===== src/rtl/tah_pkg.sv =====
// ---------------------------------------------------------------------------
// tah_pkg
// Widths and stage counts shared by the Heron triangle area pipeline.
// ---------------------------------------------------------------------------
package tah_pkg;

  localparam int COORD_BITS = 16;
  localparam int FRAC_BITS  = 8;
  localparam int SIDE_BITS  = 24;
  localparam int AREA_BITS  = 40;

  // Squared distance and its fixed-point radicand, padded to an even width.
  localparam int SQ_BITS  = 2 * COORD_BITS + 1;
  localparam int DN_RAW   = SQ_BITS + 2 * FRAC_BITS;
  localparam int DN_BITS  = DN_RAW + (DN_RAW % 2);
  localparam int DSTEPS   = DN_BITS / 2;
  localparam int DRW      = DSTEPS + 2;
  localparam int DLAT     = 3 + DSTEPS;

  localparam int LEN_BITS = (DSTEPS > SIDE_BITS) ? DSTEPS : SIDE_BITS;
  localparam int FAC_BITS = LEN_BITS + 2;
  localparam int PROD_BITS = 4 * FAC_BITS;
  localparam int ASTEPS   = 2 * FAC_BITS;
  localparam int ARW      = ASTEPS + 2;
  localparam int SHIFT    = FRAC_BITS + 2;
  localparam int Q_BITS   = ASTEPS - SHIFT;

endpackage


===== src/rtl/tah_dist.sv =====
// ---------------------------------------------------------------------------
// tah_dist
// Pipelined side length from two vertices: truncated fixed-point square root
// of the squared distance, one root bit per stage.
// ---------------------------------------------------------------------------
module tah_dist (
  input  logic                                 clk_i,
  input  logic                                 en_i,
  input  logic signed [tah_pkg::COORD_BITS-1:0] x1_i,
  input  logic signed [tah_pkg::COORD_BITS-1:0] y1_i,
  input  logic signed [tah_pkg::COORD_BITS-1:0] x2_i,
  input  logic signed [tah_pkg::COORD_BITS-1:0] y2_i,
  output logic        [tah_pkg::DSTEPS-1:0]     len_o
);

  localparam int CB = tah_pkg::COORD_BITS;
  localparam int DN = tah_pkg::DN_BITS;
  localparam int DS = tah_pkg::DSTEPS;
  localparam int RW = tah_pkg::DRW;

  logic signed [CB:0]         dx, dy;
  logic        [CB:0]         ax, ay;
  logic        [CB-1:0]       ux_q, uy_q;
  logic        [2*CB-1:0]     sx_q, sy_q;
  logic        [tah_pkg::SQ_BITS-1:0] sum;
  logic        [DN-1:0]       n_q    [0:DS];
  logic        [RW-1:0]       rem_q  [0:DS];
  logic        [DS-1:0]       root_q [0:DS];
  logic        [RW-1:0]       rem2   [0:DS-1];
  logic        [RW-1:0]       trial  [0:DS-1];
  logic        [RW-1:0]       rem_d  [0:DS-1];
  logic        [DS-1:0]       root_d [0:DS-1];

  assign dx  = {x1_i[CB-1], x1_i} - {x2_i[CB-1], x2_i};
  assign dy  = {y1_i[CB-1], y1_i} - {y2_i[CB-1], y2_i};
  assign ax  = dx[CB] ? (CB+1)'(-dx) : dx;
  assign ay  = dy[CB] ? (CB+1)'(-dy) : dy;
  assign sum = {1'b0, sx_q} + {1'b0, sy_q};

  always_comb begin
    for (int k = 0; k < DS; k++) begin
      rem2[k]  = {rem_q[k][RW-3:0], n_q[k][DN-1 -: 2]};
      trial[k] = {root_q[k], 2'b01};
      if (rem2[k] >= trial[k]) begin
        rem_d[k]  = rem2[k] - trial[k];
        root_d[k] = {root_q[k][DS-2:0], 1'b1};
      end else begin
        rem_d[k]  = rem2[k];
        root_d[k] = {root_q[k][DS-2:0], 1'b0};
      end
    end
  end

  always_ff @(posedge clk_i) begin
    if (en_i) begin
      ux_q      <= ax[CB-1:0];
      uy_q      <= ay[CB-1:0];
      sx_q      <= ux_q * ux_q;
      sy_q      <= uy_q * uy_q;
      n_q[0]    <= DN'(sum) << (2 * tah_pkg::FRAC_BITS);
      rem_q[0]  <= '0;
      root_q[0] <= '0;
      for (int k = 0; k < DS; k++) begin
        n_q[k+1]    <= n_q[k] << 2;
        rem_q[k+1]  <= rem_d[k];
        root_q[k+1] <= root_d[k];
      end
    end
  end

  assign len_o = root_q[DS];

endmodule


===== config.mk =====
export PLATFORM = sky130hd
export DESIGN_NAME = tah_dist
export DESIGN_NICKNAME = d
export VERILOG_FILES = /design/src/rtl/tah_pkg.sv /design/src/rtl/tah_dist.sv
export SDC_FILE = /design/constraint.sdc
export NUM_CORES = 2
export LEC_CHECK = 0
export ABC_AREA = 1
export BUFFER_PORTS_ARGS = -buffer_cell sky130_fd_sc_hd__buf_2
export CAP_MARGIN = 20
export CORE_MARGIN = 2
export CORE_UTILIZATION = 35
export CTS_CLUSTER_DIAMETER = 80
export DETAILED_ROUTE_END_ITERATION = 6
export GPL_TIMING_DRIVEN = 0
export MAX_ROUTING_LAYER = met4
export PLACE_DENSITY = 0.51
export SLEW_MARGIN = 20
export SYNTH_ARGS = -nofsm -noshare
export SYNTH_HDL_FRONTEND = slang
export SYNTH_SLANG_ARGS = --single-unit

===== constraint.sdc =====
create_clock -name clk_i -period 5.8 [get_ports clk_i]
set_input_delay 1.16 -clock clk_i [delete_from_list [all_inputs] [get_ports clk_i]]
set_output_delay 1.16 -clock clk_i [all_outputs]
set_load 0.01 [all_outputs]

Yosys cells after proc, flatten, opt, wreduce, memory -nomap -nowiden:

Memories as Yosys holds them, arrays and structs flattened.
Cells that the tools add are included.

* add/sub/neg operators: 30
* $mul: 2
* div/mod/pow operators: 0
* order comparisons: 25
* equal/unequal tests: 0
* shifts and indexed selects: 0
* mux-type cells: 54
* bitwise operators: 0
* reduce and logical (&&, ||, !) cells: 0

Operator list (count)
* $ge A27 B27 Y1: 25
* $mux W27: 25
* $sub A27 B27 Y27: 25
* $mul A16 B16 Y32: 2
* $sub A16 B16 Y17: 2
* $add A32 B32 Y33: 1
* $mux W16: 2
* $neg A16 Y16: 2
* $mux W1: 27

* bits in registers: 96
* bits in latches: 0
* RAM bits: 2600
* ROM bits: 0
* output and inout bits: 25
* logic and storage cells: 118
* memories kept: 3

Memories
* n_q: depth 26, bits a word 48, read ports 25, clocked after Yosys merged registers in 0, wr ports 26, line tah_dist.sv:26 `logic [DN-1:0] n_q [0:DS];`
* rem_q: depth 26, bits a word 27, read ports 25, clocked after Yosys merged registers in 0, wr ports 26, line tah_dist.sv:27 `logic [RW-1:0] rem_q [0:DS];`
* root_q: depth 26, bits a word 25, read ports 26, clocked after Yosys merged registers in 0, wr ports 26, line tah_dist.sv:28 `logic [DS-1:0] root_q [0:DS];`

Logic depth before layout (Yosys ltp):

* word-level depth: 3
* gate-level depth with buffers: 28
* mapped depth without buffers: 26

Worst setup path after synthesis:

Ideal clock, no wire load.

* kind: register -> register
* start: register uy_q[2]
* end: register sy_q[29] (data pin)
* setup time: 0.252 ns
* data arrival time: 5.324 ns
* path slack: 0.224 ns
* cell stages (with the launch flop): 25
* period minus slack after synthesis: 5.576 ns
* cells stage by stage: edfxtp_1 clkbuf_1 clkbuf_1 nand2_1 fa_1 fa_1 inv_1 fa_1 fa_1 fa_1 inv_1 fa_1 inv_1 ha_1 inv_1 o21bai_1 a31oi_1 nand2_1 nand2_1 nand3_1 a21o_1 nand2_1 nand2_1 nand2_1 nand2_1

* cells in the longest elaborated chain, start to end: 1

Ends and longest elaborated chain
* start: declaration: line tah_dist.sv:23 `logic [CB-1:0] ux_q, uy_q;`
* start signal: assignment: line tah_dist.sv:57 `uy_q <= ay[CB-1:0];`
* $mul A16 B16 Y32: line tah_dist.sv:59 `sy_q <= uy_q * uy_q;`
* end signal: assignment: line tah_dist.sv:59
* end: declaration: line tah_dist.sv:24 `logic [2*CB-1:0] sx_q, sy_q;`

Every way passes these cells.
A chain may end at the register's enable or synchronous reset.

Final worst setup path:

* start: register uy_q[4]
* end: register sy_q[26] (data pin)

The elaborated chain is that of the path after synthesis.

==> impl_metrics.yaml <==
clock_network:
  htreeDepth: 4
  cts_tree: "built"
  cts_buffers: 153
  clk_pin_slew_ns: 0.06
  cts.path.max_buffers: 3
  cts-root-buf: "clkbuf_16"
  holdBufCountCts: 0
  cts.sinks: 1279
  clk_latency_ns: 0.80
floorplan:
  initial_core_util: 0.352
  die-width_microns: 496
  core_sq_um: 241000
  die_height_microns: 496
  rows: 180
  io_pins: 91
  die_area_sq_um: 246000
synthesis:
  synth_top_area_share: 0.453
  syn_inst: 8906
  seq_area_frac_synth: 0.453
  synth_edf_count: 1279
  yosys.area.top_type: "edfxtp_1"
  ys_types: 74
  synth_nets: 9907
  synthFlopType: "edfxtp_1"
  ys_ff_latch: 1279
  avgSynthCellArea_sq_um: 9.51
  synth_area_leaders: "edfxtp_1 45%, ha_1 8.9%, fa_1 7.9%"
  ys_warn_count: 0
  syn-cell-area_sq_um: 84700
  async_flop_share: 0
final_layout:
  diodes: 0
  fin_nets: 10300
  syn2layout_area_growth_pct: 13.8
  mostFrequentLayoutCells: "1,704 x nand2_1, 1,537 x inv_1, 1,279 x edfxtp_1"
  drive_above_1_share: 0.102
  final_common_cell: "nand2_1"
timing:
  rsz0062_at_grt: "yes"
  final.period_utilization: 0.990
  worst_pin_slew_ns: 0.897
  finClkSkew_ns: 0.0507
  max_freq_mhz: 174
  setup_viol: 0
  finalSetupTns_ns: 0
  timing.final.ws_setup_ns: 0.0568
  holdWs_ns: 0.375
  max-slew-margin-rel: 0.401
  hold_viol: 0
  min_period_ns: 5.74
  report.final.slew_viol_count: 0
routing:
  route.vias.total: 59900
  finalWirelength_microns: 208000
  wl_per_cell_microns: 16.6
  final_antenna_net_count: 0
  first_pass_iters: 6
  routed_via_density: 4.77
  drtIter0Drc: 3801
  drc: 0
worst_setup_path:
  cpLargestDelayFamily: "adder cells"
  crit_fanout: 6
  worstSetupPathType: "flip-flop to flip-flop"
  crit_path_end_kind: "flip-flop"
  worstSetupStartpointType: "flip-flop"
  cp_cell_sequence: "buf_8 > clkbuf_16 > nand2_4 > inv_4 > fa_1 > inv_2 > fa_1 > inv_2 > fa_1 > fa_2 > fa_1 > inv_2 > fa_1 > inv_2 > ha_4 > a21oi_4 > o21ai_2 > inv_1 > nor2_2 > nor2_2 > nand3_4 > a21o_1 > buf_6 > xor2_1"
  required_ns: 6.35
  cp_slowest_cell: "fa_1"
  cp_num_buf_inv: 9
  arrival_ns: 6.29
  path_common_cell: "fa_1"
  critical-path-max-stage-delay_ns: 0.55
worst_hold_path:
  hold_class: "flip-flop to flip-flop"
global_routing:
  antenna_found_initial: 0
  grt_pass1_wl_microns: 331000
  grt_pass1_vias: 60400
  grt_max_degree: 149
  grtUsageTotal: 0.174
  grt_overflow: 0
placed_design:
  numPortBuffers: 90
  post-place-ws_ns: -1.08
  dpl.hpwl_microns: 162000
  gp_congestion: 0.879
run_status:
  status: "complete, no violations"
job:
  cap_violations: 0
-- cell type report --
type                       count  area (sq um)
buffer                        99           927
clock buffer                 175          3910
clock inverter                98          1210
fill                       23700        144000
inverter                    1593          6000
multi-input combinational   5913         40300
sequential                  1279         38400
tap                         3185          3990
timing repair buffer         210          1670
-- synth_stat cells, types with 8 or more instances --
library cell,instances
nand2_1,1745
inv_1,1565
edfxtp_1,1279
nor2_1,714
ha_1,601
a21oi_1,498
o21ai_0,364
fa_1,334
nand3_1,310
xor2_1,288
xnor2_1,233
nor3_1,119
nand4_1,97
o21ai_1,79
clkbuf_1,60
a21o_1,52
or2_2,47
o21ai_2,46
a31oi_1,45
o21bai_1,35
nor4_1,34
nand2_2,31
a21oi_2,27
buf_2,27
inv_2,22
nor2_2,22
o211ai_1,21
buf_6,19
a21boi_0,17
nand3b_1,16
buf_4,14
o21a_1,12
nor2_4,11
nand2_4,9
nand3_2,9
or2_1,9
a211oi_1,8
-- layer usage --
layer / vias to the layer above / GRT usage / routed length (microns)
met5: - / - / 0
met4: 0 / 0.0413 / 4390
met3: 250 / 0.0199 / 6900
met2: 998 / 0.297 / 104000
met1: 28600 / 0.220 / 93100
li1: 30100 / - / -
-- logic make-up after synthesis --
| group | synth area share |
|---|---|
| fa+ha+maj | 0.168 |
| buf+inv | 0.0789 |
| compound gates | 0.0831 |
| other cells | 0.0000443 |
| flops | 0.453 |
| xor+xnor | 0.0547 |
| simple gates | 0.162 |
-- state kept, by name, indices dropped and copies added, names as in the netlist --
register and count:
n_q 305, rem_q 555, root_q 325, sx_q 31, sy_q 31, ux_q 16, uy_q 16
-- worst paths after layout --
path / start / to / slack, ns / depth (start not counted)
setup / recovery: uy_q[4]$_DFFE_PP_ / sy_q[26]$_DFFE_PP_ / 0.06 / 24
hold / removal: n_q[0][666]$_DFFE_PP_ / n_q[0][716]$_DFFE_PP_ / 0.37 / 0
setup reg to reg: uy_q[4]$_DFFE_PP_ / sy_q[26]$_DFFE_PP_ / 0.06 / 24
hold reg to reg: n_q[0][666]$_DFFE_PP_ / n_q[0][716]$_DFFE_PP_ / 0.37 / 0
-- stage by stage --
step	std cells	instance area, sq um	utilization
6_report	12600	96400	0.401
5_1_grt	12600	96400	0.401
4_1_cts	12500	95400	0.397
3_5_place_dp	12200	89400	0.372
3_3_place_gp	12200	89100	0.371
2_1_floorplan	8906	84700	-
-- what timing repair did --
| action | in CTS | in global routing |
|---|---|---|
| gates cloned | 0 | 0 |
| buffers inserted | 52 | 59 |
| endpoints found under the setup margin | 43 | 29 |
| gates resized for setup | 145 | 199 |
| pin swaps | 20 | 104 |
-- worst register-to-register path, stage by stage, from the launching register on --
cell and delay [ns]:
edfxtp_1 0.47, buf_8 0.18, clkbuf_16 0.16, nand2_4 0.07, inv_4 0.04, fa_1 0.50
inv_2 0.04, fa_1 0.49, inv_2 0.04, fa_1 0.55, fa_2 0.47, fa_1 0.53
inv_2 0.04, fa_1 0.51, inv_2 0.05, ha_4 0.26, a21oi_4 0.16, o21ai_2 0.07
inv_1 0.08, nor2_2 0.04, nor2_2 0.14, nand3_4 0.11, a21o_1 0.22, buf_6 0.11
xor2_1 0.13
Power is not shown: default switching activity piles up to over one toggle a cycle in this logic, so the estimate is an artifact.
